<file path="src/hw/rtl/hfx_pkg.sv">
// shared types and constants of the header/footer frame extractor
package hfx_pkg;

    localparam int BYTE_W        = 8;
    localparam int IDX_W         = 6;
    localparam int CFG_DATA_W    = 32;
    localparam int LAYOUT_W      = 27;
    localparam int LEN_FIELD_W   = 6;
    localparam int PAT_REG_BYTES = 4;

    // register kinds within one type's group of registers
    localparam int REGS_PER_TYPE = 3;
    localparam int REG_HDR       = 0;
    localparam int REG_FTR       = 1;
    localparam int REG_LAYOUT    = 2;

    // frame buffer banks, one per queued frame
    localparam int NUM_BANKS = 2;
    localparam int BANK_W    = 1;

    typedef enum logic [2:0] {
        PH_HUNT    = 3'd0,
        PH_HDR     = 3'd1,
        PH_DATA    = 3'd2,
        PH_FTR     = 3'd3,
        PH_FTR_CHK = 3'd4
    } t_phase;

    typedef struct packed {
        logic                   enable;
        logic [LEN_FIELD_W-1:0] max_data;
        logic [LEN_FIELD_W-1:0] min_data;
        logic [2:0]             ftr_len;
        logic [2:0]             hdr_len;
        logic [BYTE_W-1:0]      code;
    } t_layout;

endpackage

</file>
<file path="src/hw/rtl/header_footer_frame_extractor_top.sv">
// top level of the header/footer delimited frame extractor
// Usage: received bytes enter on i_valid / o_stall with i_rx_byte, one beat per cycle
// while o_stall is low. Each accepted byte is matched against the header, data and
// footer rules of up to NUM_TYPES frame types and stored in one of two buffer banks.
// When a footer completes, the whole frame (header through footer) leaves on
// o_valid / i_stall, one beat per byte with the type code, byte index and a last mark.
// A frame's descriptor enters the queue at the edge that accepts its final footer byte;
// its bytes then pass through the registered buffer ram read into the output register.
// A byte is read only once the previous one has landed there, so beats never abut.
// o_stall rises only while two completed frames occupy both banks; it falls as soon
// as the older frame has been read out of its bank.
// A stalled output beat holds its payload; input keeps flowing into the free bank.
// Configuration: i_cfg_valid / o_cfg_ready with a register index and 32-bit data;
// o_cfg_ready is always high and writes take effect on the next byte.
// Reset (synchronous, active low) clears all type registers, which disables every
// type, empties the queue and returns the parser to header hunting. No clearing
// pass is needed: only written buffer entries are ever read.
module header_footer_frame_extractor_top #(
    parameter int BUFFER_DEPTH      = 64,
    parameter int MAX_PATTERN_BYTES = 4,
    parameter int NUM_TYPES         = 2
) (
    input  logic                                    i_clk,
    input  logic                                    i_rst_n,
    input  logic                                    i_valid,
    output logic                                    o_stall,
    input  logic [7:0]                              i_rx_byte,
    input  logic                                    i_cfg_valid,
    output logic                                    o_cfg_ready,
    input  logic [$clog2(3*NUM_TYPES)-1:0]          i_cfg_index,
    input  logic [31:0]                             i_cfg_data,
    output logic                                    o_valid,
    input  logic                                    i_stall,
    output logic [7:0]                              o_frame_byte,
    output logic [7:0]                              o_frame_type,
    output logic [5:0]                              o_byte_index,
    output logic                                    o_last_byte
);

    localparam int AW    = $clog2(BUFFER_DEPTH);
    localparam int FCW   = $clog2(BUFFER_DEPTH + 1);
    localparam int RAW   = hfx_pkg::BANK_W + AW;
    localparam int DESCW = FCW + hfx_pkg::BYTE_W;

    logic                       ram_we, ram_re;
    logic [RAW-1:0]             ram_waddr, ram_raddr;
    logic [hfx_pkg::BYTE_W-1:0] ram_wdata, ram_rdata;
    logic                       desc_push, q_pop, q_empty, q_full;
    logic [DESCW-1:0]           desc_in, desc_head;

    assign o_cfg_ready = 1'b1;

    hfx_front #(
        .BUFFER_DEPTH      (BUFFER_DEPTH),
        .MAX_PATTERN_BYTES (MAX_PATTERN_BYTES),
        .NUM_TYPES         (NUM_TYPES)
    ) u_front (
        .i_clk       (i_clk),
        .i_rst_n     (i_rst_n),
        .i_valid     (i_valid),
        .i_rx_byte   (i_rx_byte),
        .o_stall     (o_stall),
        .i_cfg_valid (i_cfg_valid && o_cfg_ready),
        .i_cfg_index (i_cfg_index),
        .i_cfg_data  (i_cfg_data),
        .o_ram_we    (ram_we),
        .o_ram_waddr (ram_waddr),
        .o_ram_wdata (ram_wdata),
        .o_desc_push (desc_push),
        .o_desc_data (desc_in),
        .i_q_full    (q_full)
    );

    hfx_ram #(
        .WIDTH (hfx_pkg::BYTE_W),
        .DEPTH (hfx_pkg::NUM_BANKS * (1 << AW))
    ) u_ram (
        .i_clk   (i_clk),
        .i_we    (ram_we),
        .i_waddr (ram_waddr),
        .i_wdata (ram_wdata),
        .i_re    (ram_re),
        .i_raddr (ram_raddr),
        .o_rdata (ram_rdata)
    );

    hfx_queue #(
        .WIDTH (DESCW)
    ) u_queue (
        .i_clk   (i_clk),
        .i_rst_n (i_rst_n),
        .i_push  (desc_push),
        .i_data  (desc_in),
        .i_pop   (q_pop),
        .o_data  (desc_head),
        .o_empty (q_empty),
        .o_full  (q_full)
    );

    hfx_back #(
        .BUFFER_DEPTH (BUFFER_DEPTH)
    ) u_back (
        .i_clk        (i_clk),
        .i_rst_n      (i_rst_n),
        .i_q_empty    (q_empty),
        .i_q_data     (desc_head),
        .o_q_pop      (q_pop),
        .o_ram_re     (ram_re),
        .o_ram_raddr  (ram_raddr),
        .i_ram_rdata  (ram_rdata),
        .o_valid      (o_valid),
        .i_stall      (i_stall),
        .o_frame_byte (o_frame_byte),
        .o_frame_type (o_frame_type),
        .o_byte_index (o_byte_index),
        .o_last_byte  (o_last_byte)
    );

endmodule

</file>
<file path="src/hw/rtl/hfx_ram.sv">
// generic single write port, single read port ram with registered read
module hfx_ram #(
    parameter int WIDTH = 8,
    parameter int DEPTH = 128
) (
    input  logic                     i_clk,
    input  logic                     i_we,
    input  logic [$clog2(DEPTH)-1:0] i_waddr,
    input  logic [WIDTH-1:0]         i_wdata,
    input  logic                     i_re,
    input  logic [$clog2(DEPTH)-1:0] i_raddr,
    output logic [WIDTH-1:0]         o_rdata
);

    logic [WIDTH-1:0] r_mem [DEPTH];
    logic [WIDTH-1:0] r_rdata;

    always_ff @(posedge i_clk) begin
        if (i_we) begin
            r_mem[i_waddr] <= i_wdata;
        end
        if (i_re) begin
            r_rdata <= r_mem[i_raddr];
        end
    end

    assign o_rdata = r_rdata;

endmodule

</file>
<file path="src/hw/rtl/hfx_front.sv">
// front end: configuration registers, frame parser and buffer writes
module hfx_front #(
    parameter int BUFFER_DEPTH      = 64,
    parameter int MAX_PATTERN_BYTES = 4,
    parameter int NUM_TYPES         = 2
) (
    input  logic                                            i_clk,
    input  logic                                            i_rst_n,
    input  logic                                            i_valid,
    input  logic [hfx_pkg::BYTE_W-1:0]                      i_rx_byte,
    output logic                                            o_stall,
    input  logic                                            i_cfg_valid,
    input  logic [$clog2(hfx_pkg::REGS_PER_TYPE*NUM_TYPES)-1:0] i_cfg_index,
    input  logic [hfx_pkg::CFG_DATA_W-1:0]                  i_cfg_data,
    output logic                                            o_ram_we,
    output logic [hfx_pkg::BANK_W+$clog2(BUFFER_DEPTH)-1:0] o_ram_waddr,
    output logic [hfx_pkg::BYTE_W-1:0]                      o_ram_wdata,
    output logic                                            o_desc_push,
    output logic [$clog2(BUFFER_DEPTH+1)+hfx_pkg::BYTE_W-1:0] o_desc_data,
    input  logic                                            i_q_full
);

    localparam int AW  = $clog2(BUFFER_DEPTH);
    localparam int FCW = $clog2(BUFFER_DEPTH + 1);
    localparam int PW  = $clog2(MAX_PATTERN_BYTES + 1);
    localparam int TW  = (NUM_TYPES > 1) ? $clog2(NUM_TYPES) : 1;
    localparam int CIW = $clog2(hfx_pkg::REGS_PER_TYPE * NUM_TYPES);
    localparam int CW  = (FCW > hfx_pkg::LEN_FIELD_W) ? FCW : hfx_pkg::LEN_FIELD_W;

    logic [hfx_pkg::CFG_DATA_W-1:0] r_hdr [NUM_TYPES];
    logic [hfx_pkg::CFG_DATA_W-1:0] r_ftr [NUM_TYPES];
    hfx_pkg::t_layout               r_lay [NUM_TYPES];

    hfx_pkg::t_phase          r_phase, n_phase;
    logic [FCW-1:0]           r_fill, n_fill;
    logic [PW-1:0]            r_dstart, n_dstart;
    logic [FCW-1:0]           r_fstart, n_fstart;
    logic [TW-1:0]            r_type, n_type;
    logic [hfx_pkg::BANK_W-1:0] r_bank, n_bank;

    logic                     acc;
    logic                     hit;
    logic [TW-1:0]            hit_t;
    hfx_pkg::t_layout         cur_lay;
    logic [hfx_pkg::CFG_DATA_W-1:0] cur_hdr, cur_ftr;
    logic [FCW-1:0]           nf, d_len_new, d_len_old, ftr_pos, ftr_got;
    logic [FCW-1:0]           hlen, flen, hit_hlen;
    logic [CW-1:0]            mx, mn;
    logic                     can_push, do_restart, do_emit;

    function automatic logic [FCW-1:0] clamp_len(input logic [2:0] v);
        logic [FCW-1:0] r;
        if (v == 3'd0) begin
            r = FCW'(1);
        end else if (FCW'(v) > FCW'(MAX_PATTERN_BYTES)) begin
            r = FCW'(MAX_PATTERN_BYTES);
        end else begin
            r = FCW'(v);
        end
        return r;
    endfunction

    // a pattern byte exists below the pattern limit; bytes past the register read zero
    function automatic logic pat_match(input logic [hfx_pkg::CFG_DATA_W-1:0] pat,
                                       input logic [FCW-1:0] pos,
                                       input logic [hfx_pkg::BYTE_W-1:0] b);
        logic [hfx_pkg::BYTE_W-1:0] pb;
        pb = '0;
        if (pos < FCW'(hfx_pkg::PAT_REG_BYTES)) begin
            unique case (pos[1:0])
                2'd0:    pb = pat[7:0];
                2'd1:    pb = pat[15:8];
                2'd2:    pb = pat[23:16];
                default: pb = pat[31:24];
            endcase
        end
        return (pos < FCW'(MAX_PATTERN_BYTES)) && (pb == b);
    endfunction

    always_ff @(posedge i_clk) begin
        if (!i_rst_n) begin
            for (int t = 0; t < NUM_TYPES; t++) begin
                r_hdr[t] <= '0;
                r_ftr[t] <= '0;
                r_lay[t] <= '0;
            end
        end else if (i_cfg_valid) begin
            for (int t = 0; t < NUM_TYPES; t++) begin
                if (i_cfg_index == CIW'(hfx_pkg::REGS_PER_TYPE * t + hfx_pkg::REG_HDR)) begin
                    r_hdr[t] <= i_cfg_data;
                end
                if (i_cfg_index == CIW'(hfx_pkg::REGS_PER_TYPE * t + hfx_pkg::REG_FTR)) begin
                    r_ftr[t] <= i_cfg_data;
                end
                if (i_cfg_index == CIW'(hfx_pkg::REGS_PER_TYPE * t + hfx_pkg::REG_LAYOUT)) begin
                    r_lay[t] <= hfx_pkg::t_layout'(i_cfg_data[hfx_pkg::LAYOUT_W-1:0]);
                end
            end
        end
    end

    // lowest numbered enabled type wins on the first header byte
    always_comb begin
        hit   = 1'b0;
        hit_t = '0;
        for (int t = NUM_TYPES - 1; t >= 0; t--) begin
            if (r_lay[t].enable && (r_hdr[t][7:0] == i_rx_byte)) begin
                hit   = 1'b1;
                hit_t = TW'(t);
            end
        end
    end

    assign acc      = i_valid && !o_stall;
    assign o_stall  = i_q_full;
    assign cur_lay  = r_lay[r_type];
    assign cur_hdr  = r_hdr[r_type];
    assign cur_ftr  = r_ftr[r_type];
    assign nf       = r_fill + FCW'(1);
    assign can_push = r_fill < FCW'(BUFFER_DEPTH);
    assign d_len_new = nf - FCW'(r_dstart);
    assign d_len_old = r_fill - FCW'(r_dstart);
    assign ftr_pos  = r_fill - r_fstart;
    assign ftr_got  = nf - r_fstart;
    assign hlen     = clamp_len(cur_lay.hdr_len);
    assign flen     = clamp_len(cur_lay.ftr_len);
    assign hit_hlen = clamp_len(r_lay[hit_t].hdr_len);
    assign mx       = CW'(cur_lay.max_data);
    assign mn       = CW'(cur_lay.min_data);

    always_ff @(posedge i_clk) begin
        if (!i_rst_n) begin
            r_phase  <= hfx_pkg::PH_HUNT;
            r_fill   <= '0;
            r_dstart <= '0;
            r_fstart <= '0;
            r_type   <= '0;
            r_bank   <= '0;
        end else begin
            r_phase  <= n_phase;
            r_fill   <= n_fill;
            r_dstart <= n_dstart;
            r_fstart <= n_fstart;
            r_type   <= n_type;
            r_bank   <= n_bank;
        end
    end

    always_comb begin
        n_phase    = r_phase;
        n_fill     = r_fill;
        n_dstart   = r_dstart;
        n_fstart   = r_fstart;
        n_type     = r_type;
        n_bank     = r_bank;
        o_ram_we   = 1'b0;
        do_restart = 1'b0;
        do_emit    = 1'b0;

        if (acc) begin
            unique case (r_phase)
                hfx_pkg::PH_HUNT: begin
                    if (hit && can_push) begin
                        o_ram_we = 1'b1;
                        n_fill   = nf;
                        n_type   = hit_t;
                        if (hit_hlen <= FCW'(1)) begin
                            n_dstart = PW'(nf);
                            n_phase  = hfx_pkg::PH_DATA;
                        end else begin
                            n_phase  = hfx_pkg::PH_HDR;
                        end
                    end else begin
                        do_restart = 1'b1;
                    end
                end
                hfx_pkg::PH_HDR: begin
                    if (pat_match(cur_hdr, r_fill, i_rx_byte) && can_push) begin
                        o_ram_we = 1'b1;
                        n_fill   = nf;
                        if (nf >= hlen) begin
                            n_dstart = PW'(nf);
                            n_phase  = hfx_pkg::PH_DATA;
                        end
                    end else begin
                        do_restart = 1'b1;
                    end
                end
                hfx_pkg::PH_DATA: begin
                    if (!can_push || (CW'(d_len_new) > mx)) begin
                        do_restart = 1'b1;
                    end else begin
                        o_ram_we = 1'b1;
                        n_fill   = nf;
                        if ((CW'(d_len_new) == mx) || (CW'(d_len_new) >= mn)) begin
                            n_phase  = hfx_pkg::PH_FTR;
                            n_fstart = nf;
                        end
                    end
                end
                hfx_pkg::PH_FTR: begin
                    if (cur_ftr[7:0] == i_rx_byte) begin
                        if (!can_push) begin
                            do_restart = 1'b1;
                        end else begin
                            o_ram_we = 1'b1;
                            n_fill   = nf;
                            if (flen <= FCW'(1)) begin
                                do_emit = 1'b1;
                            end else begin
                                n_phase = hfx_pkg::PH_FTR_CHK;
                            end
                        end
                    end else if ((CW'(d_len_old) > mx) || !can_push) begin
                        do_restart = 1'b1;
                    end else begin
                        o_ram_we = 1'b1;
                        n_fill   = nf;
                        n_fstart = nf;
                    end
                end
                hfx_pkg::PH_FTR_CHK: begin
                    if (!can_push) begin
                        do_restart = 1'b1;
                    end else begin
                        o_ram_we = 1'b1;
                        n_fill   = nf;
                        if (pat_match(cur_ftr, ftr_pos, i_rx_byte)) begin
                            if (ftr_got >= flen) begin
                                do_emit = 1'b1;
                            end
                        end else begin
                            n_phase = hfx_pkg::PH_DATA;
                        end
                    end
                end
                default: begin
                    do_restart = 1'b1;
                end
            endcase
        end

        // after a completed frame, writing moves to the other bank
        if (do_emit) begin
            n_bank     = r_bank + hfx_pkg::BANK_W'(1);
            do_restart = 1'b1;
        end
        if (do_restart) begin
            n_phase  = hfx_pkg::PH_HUNT;
            n_fill   = '0;
            n_dstart = '0;
            n_fstart = '0;
            n_type   = '0;
        end
    end

    assign o_ram_waddr = {r_bank, r_fill[AW-1:0]};
    assign o_ram_wdata = i_rx_byte;
    assign o_desc_push = do_emit;
    assign o_desc_data = {nf, cur_lay.code};

endmodule

</file>
<file path="src/hw/rtl/hfx_queue.sv">
// short queue of completed frame descriptors between front and back
module hfx_queue #(
    parameter int WIDTH = 15
) (
    input  logic             i_clk,
    input  logic             i_rst_n,
    input  logic             i_push,
    input  logic [WIDTH-1:0] i_data,
    input  logic             i_pop,
    output logic [WIDTH-1:0] o_data,
    output logic             o_empty,
    output logic             o_full
);

    localparam int PTW = hfx_pkg::BANK_W;

    logic [WIDTH-1:0] r_mem [hfx_pkg::NUM_BANKS];
    logic [PTW-1:0]   r_wptr, r_rptr;
    logic [PTW:0]     r_count;

    always_ff @(posedge i_clk) begin
        if (i_push) begin
            r_mem[r_wptr] <= i_data;
        end
    end

    always_ff @(posedge i_clk) begin
        if (!i_rst_n) begin
            r_wptr  <= '0;
            r_rptr  <= '0;
            r_count <= '0;
        end else begin
            if (i_push) begin
                r_wptr <= r_wptr + PTW'(1);
            end
            if (i_pop) begin
                r_rptr <= r_rptr + PTW'(1);
            end
            if (i_push && !i_pop) begin
                r_count <= r_count + (PTW+1)'(1);
            end else if (i_pop && !i_push) begin
                r_count <= r_count - (PTW+1)'(1);
            end
        end
    end

    assign o_data  = r_mem[r_rptr];
    assign o_empty = (r_count == '0);
    assign o_full  = (r_count == (PTW+1)'(hfx_pkg::NUM_BANKS));

endmodule

</file>
<file path="src/hw/rtl/hfx_back.sv">
// back end: reads a completed frame out of its bank and presents it beat by beat
module hfx_back #(
    parameter int BUFFER_DEPTH = 64
) (
    input  logic                                            i_clk,
    input  logic                                            i_rst_n,
    input  logic                                            i_q_empty,
    input  logic [$clog2(BUFFER_DEPTH+1)+hfx_pkg::BYTE_W-1:0] i_q_data,
    output logic                                            o_q_pop,
    output logic                                            o_ram_re,
    output logic [hfx_pkg::BANK_W+$clog2(BUFFER_DEPTH)-1:0] o_ram_raddr,
    input  logic [hfx_pkg::BYTE_W-1:0]                      i_ram_rdata,
    output logic                                            o_valid,
    input  logic                                            i_stall,
    output logic [hfx_pkg::BYTE_W-1:0]                      o_frame_byte,
    output logic [hfx_pkg::BYTE_W-1:0]                      o_frame_type,
    output logic [hfx_pkg::IDX_W-1:0]                       o_byte_index,
    output logic                                            o_last_byte
);

    localparam int AW  = $clog2(BUFFER_DEPTH);
    localparam int FCW = $clog2(BUFFER_DEPTH + 1);

    logic [FCW-1:0]             head_len;
    logic [hfx_pkg::BYTE_W-1:0] head_code;
    logic                       issue, issue_last;

    logic [AW-1:0]              r_idx;
    logic [hfx_pkg::BANK_W-1:0] r_bank;
    logic                       r_rd_pend;
    logic [AW-1:0]              r_pend_idx;
    logic                       r_pend_last;
    logic [hfx_pkg::BYTE_W-1:0] r_pend_code;
    logic                       r_o_valid;
    logic [hfx_pkg::BYTE_W-1:0] r_frame_byte;
    logic [hfx_pkg::BYTE_W-1:0] r_frame_type;
    logic [hfx_pkg::IDX_W-1:0]  r_byte_index;
    logic                       r_last_byte;

    assign head_len  = i_q_data[FCW+hfx_pkg::BYTE_W-1:hfx_pkg::BYTE_W];
    assign head_code = i_q_data[hfx_pkg::BYTE_W-1:0];

    // read only when the output register is free by the time the data lands
    assign issue      = !i_q_empty && !r_rd_pend && (!r_o_valid || !i_stall);
    assign issue_last = (FCW'(r_idx) + FCW'(1)) == head_len;

    assign o_ram_re    = issue;
    assign o_ram_raddr = {r_bank, r_idx};
    // the bank is released once its last byte has been read
    assign o_q_pop     = issue && issue_last;

    always_ff @(posedge i_clk) begin
        if (!i_rst_n) begin
            r_idx     <= '0;
            r_bank    <= '0;
            r_rd_pend <= 1'b0;
            r_o_valid <= 1'b0;
        end else begin
            r_rd_pend <= issue;
            if (issue) begin
                if (issue_last) begin
                    r_idx  <= '0;
                    r_bank <= r_bank + hfx_pkg::BANK_W'(1);
                end else begin
                    r_idx  <= r_idx + AW'(1);
                end
            end
            priority if (r_rd_pend) begin
                r_o_valid <= 1'b1;
            end else if (r_o_valid && !i_stall) begin
                r_o_valid <= 1'b0;
            end else begin
                r_o_valid <= r_o_valid;
            end
        end
    end

    always_ff @(posedge i_clk) begin
        if (issue) begin
            r_pend_idx  <= r_idx;
            r_pend_last <= issue_last;
            r_pend_code <= head_code;
        end
        if (r_rd_pend) begin
            r_frame_byte <= i_ram_rdata;
            r_frame_type <= r_pend_code;
            r_byte_index <= hfx_pkg::IDX_W'(r_pend_idx);
            r_last_byte  <= r_pend_last;
        end
    end

    assign o_valid      = r_o_valid;
    assign o_frame_byte = r_frame_byte;
    assign o_frame_type = r_frame_type;
    assign o_byte_index = r_byte_index;
    assign o_last_byte  = r_last_byte;

endmodule

</file>
<file path="config.mk">
export PLATFORM = sky130hd
export DESIGN_NAME = header_footer_frame_extractor_top
export DESIGN_NICKNAME = d
export VERILOG_FILES = /design/src/hw/rtl/hfx_pkg.sv /design/src/hw/rtl/header_footer_frame_extractor_top.sv /design/src/hw/rtl/hfx_ram.sv /design/src/hw/rtl/hfx_front.sv /design/src/hw/rtl/hfx_queue.sv /design/src/hw/rtl/hfx_back.sv
export SDC_FILE = /design/constraint.sdc
export NUM_CORES = 2
export LEC_CHECK = 0
export ABC_AREA = 0
export BUFFER_PORTS_ARGS = -buffer_cell sky130_fd_sc_hd__buf_4
export CAP_MARGIN = 10
export CORE_ASPECT_RATIO = 0.9
export CORE_UTILIZATION = 60
export CTS_CLUSTER_SIZE = 40
export DETAILED_ROUTE_END_ITERATION = 6
export HOLD_SLACK_MARGIN = 0.1
export PLACE_DENSITY_LB_ADDON = 0.25
export SYNTH_ARGS = -nofsm -noshare
export SYNTH_HDL_FRONTEND = slang
export SYNTH_HIERARCHICAL = 1
export SYNTH_SLANG_ARGS = --single-unit
</file>
<file path="constraint.sdc">
create_clock -name i_clk -period 16.4 [get_ports i_clk]
set_input_delay 0.82 -clock i_clk [delete_from_list [all_inputs] [get_ports i_clk]]
set_output_delay 0.82 -clock i_clk [all_outputs]
set_load 0.05 [all_outputs]
</file>
==> impl_metrics.yaml <==
sta:
  finalHoldViolCount: 0
  skew_ps: 27.7
  tns_ps: 0
  tightest_slew_ps: 1170
  hold_ws_ps: 420
  setup_viol_count_final: 0
  relSlewSlack_pct: 22.3
  period_needed_ps: 7350
  fmax_mhz: 136
  slew_violations: 0
  finalCritPeriodShare_pct: 44.8
  rsz0062_at_grt: "false"
logic_synthesis:
  synth_ff_type: "edfxtp_1"
  synth.distinct_cells: 93
  synthesis.instances: 2740
  synth_warnings: 6
  synthTopCellsByArea: "edfxtp_1, mux4_2, dfxtp_1"
  synth_area_per_cell_um2: 19.7
  yosysMostFrequentCell: "edfxtp_1"
  synthXorXnorAreaFrac_pct: 1.10
  yosysTopAreaCellShare_pct: 71.2
  synth_top_cells_by_count: "edfxtp_1, mux4_2, nor2_1"
  yosys.area_share.simple_pct: 4.92
  synth_edf_count: 1282
  syn_nets: 2841
  synthMuxAreaShare_pct: 16.2
  synthArstFlopShare_pct: 0
  yosysSeqAreaShare_pct: 72.6
  synth_top_family_by_area: "multiplexers"
  yosys.area_share.adder_pct: 1.28
  synth_seq_cells: 1319
  synth-compound-area-share_pct: 2.16
  syn_area_um2: 54100
  yosysTopAreaCell: "edfxtp_1"
grt:
  gr-usage-all-layers_pct: 29.3
  grt-ovfl-total: 0
  grt_pass1_vias: 27540
  grt_pass1_wl_um: 191000
  grt_max_degree: 125
  antenna_found_initial: 5
worst_setup_path:
  startpoint_type: "flop"
  cpPeakStageDelay_ps: 860
  critPathBufInv: 0
  crit_required_ps: 16750
  critPathCaptureType: "flop"
  slowest_stage: "nor2_1"
  crit_path_max_fanout: 21
  critPathMostFrequentCell: "ha_1"
  crit_type: "reg -> reg"
  cp_cell_sequence: "ha_1, xor2_1, ha_1, a21oi_1, nand2_1, nor2_1, xor2_1, ha_1, a2111oi_0, a221oi_1, or4b_1, o211ai_2, o21a_1, nand3_2, nor2_1"
  worstPathArrival_ps: 7700
  path_delay_family: "simple AND/OR/NAND/NOR gates"
hold_path:
  holdCritPathClass: "reg -> reg"
power_and_ir_drop:
  clock_power_share_pct: 43.5
  switchingPower_mw: 1.37
  ir_drop_mv: 0.0999
  power_density_nw_per_um2: 115
  p_int_mw: 5.51
  p_seq_share_pct: 54.3
  p_sw_share_pct: 19.9
  pwr-share-comb_pct: 2.2
  p_leak_nw: 18.6
clocking:
  cts.path.max_buffers: 3
  cts-root-buf: "clkbuf_16"
  htreeDepth: 4
  clk_pin_slew_ps: 60
  clock-sinks: 1319
  numCtsBuffers: 132
  insertion_delay_ps: 740
  cts_setup_buffers: 0
  ctsHoldBuffers: 0
  cts_tree: "done"
  cts-resized-gates: 0
floorplan:
  initial_utilization_pct: 60.5
  core_area_um2: 89400
  die_x_um: 318
  std_cell_rows: 104
  die_h_um: 287
  dieArea_um2: 91300
  io_pins: 74
placed_design:
  dpl.hpwl_um: 81700
  io_buffers: 72
  place.gp.congestion: 0.922
cells_and_area:
  area_growth_pct: 10.9
  drive_gt1_share_pct: 25.1
  nets: 2930
  nFillCells: 5552
drt:
  dr.pass1.iters: 6
  viasPerCell: 6.81
  drcViolationCount: 0
  routedWlPerCell_um: 31.9
  drtIter0Drc: 3726
  vias: 27960
  wl_um: 131000
  antenna_left: 0
run_status:
  outcome: "finished clean"
job:
  drv_cap: 0
==> metrics by stage <==
| stage | setup WS (ps) | cell area [um2] | cells | total power [mW] | util (%) |
|---|---|---|---|---|---|
| finish | 9050 | 60000 | 4104 | 6.88 | 67.1 |
| global route | 8510 | 60000 | 4102 | 7.05 | 67.1 |
| CTS | 9170 | 60000 | 4100 | 6.92 | 67.1 |
| detailed placement | 9250 | 55600 | 3859 | 3.96 | 62.2 |
| global placement | 9500 | 55600 | 3859 | 3.96 | 62.2 |
| floorplan | 10850 | 54100 | 2740 | 3.88 | - |
==> state kept, by name (all words and copies together) (netlist names), 6 cells and up, named ones only <==
name                 flops
u_back/o_byte_index      6
u_back/o_frame_byte      8
u_back/o_frame_type      8
u_back/r_idx             6
u_back/r_pend_code       8
u_back/r_pend_idx        6
u_front/r_fill           7
u_front/r_fstart         7
u_front/r_ftr           64
u_front/r_hdr           64
u_front/r_lay           54
u_queue/r_mem           30
u_ram/o_rdata            8
u_ram/r_mem           1024
==> cell usage in the layout, fill, tap and decap left out, drive strengths merged, types with 27 or more instances in the layout <==
master | netlist | routed
mux2i | 56 | 56
clkbuf | 71 | 169
mux4 | 347 | 347
o21ai | 27 | 27
ha | 49 | 49
nand2 | 69 | 69
inv | 35 | 40
and2 | 107 | 107
mux2 | 33 | 33
xnor2 | 48 | 48
dfxtp | 37 | 37
nor2 | 167 | 167
nand3 | 45 | 45
clkinv | 0 | 51
edfxtp | 1282 | 1282
buf | 87 | 112
==> power by group through the flow <==
stage          clock network [mW]  logic (mW)  registers (mW)
2_1_floorplan                   0      0.0769            3.81
3_3_place_gp                    0       0.150            3.81
3_5_place_dp                    0       0.151            3.81
4_1_cts                      3.03       0.151            3.74
5_1_grt                      3.15       0.160            3.74
6_report                     2.99       0.152            3.74
==> area by class of cell <==
| class | instances | area (um2) | share of cell area, % |
|---|---|---|---|
| clock buffer | 168 | 3590 | 5.99 |
| timing repair buffer | 113 | 856 | 1.43 |
| clock inverter | 73 | 736 | 1.23 |
| antenna | 2 | 5.00 | 0.00834 |
| sequential | 1319 | 39300 | 65.4 |
| tap | 1166 | 1460 | 2.43 |
| multi-input combinational | 1228 | 13900 | 23.3 |
| inverter | 35 | 131 | 0.219 |
==> cells by family after synthesis <==
family          count (synthesis)
compound gates                159
xor+xnor                       68
fa+ha+maj                      53
buf+inv                       193
flops                        1319
mux                           436
other cells                     1
simple gates                  511
==> path summary, 6_finish.rpt <==
| kind | from | endpoint | slack, ps | cells after the start |
|---|---|---|---|---|
| worst max-delay path | u_front/r_fill[1]$_SDFFE_PP0P_ | u_ram/r_mem[65][5]$_DFFE_PP_ | 9050 | 15 |
| worst min-delay path | u_ram/o_rdata[7]$_DFFE_PP_ | u_back/o_frame_byte[7]$_DFFE_PP_ | 420 | 0 |
| worst max register to register | u_front/r_fill[1]$_SDFFE_PP0P_ | u_ram/r_mem[65][5]$_DFFE_PP_ | 9050 | 15 |
| worst min register to register | u_ram/o_rdata[7]$_DFFE_PP_ | u_back/o_frame_byte[7]$_DFFE_PP_ | 420 | 0 |
==> worst reg2reg max path: stages, from the launching register on <==
cell and delay, ps:
dfxtp_1 780, ha_1 850, xor2_1 500, ha_1 380, a21oi_1 240, nand2_1 90, nor2_1 170, xor2_1 140
ha_1 260, a2111oi_0 440, a221oi_1 170, or4b_1 550, o211ai_2 140, o21a_1 570, nand3_2 840, nor2_1 860
==> layer usage <==
| layer | GRT usage, % | routed length [um] |
|---|---|---|
| met4 | 9.23 | 3530 |
| met5 | 0 | 26 |
| met1 | 43.2 | 52500 |
| met3 | 6.11 | 13600 |
| met2 | 44.6 | 61100 |
No activity file was read; power rests on OpenSTA's default activity.
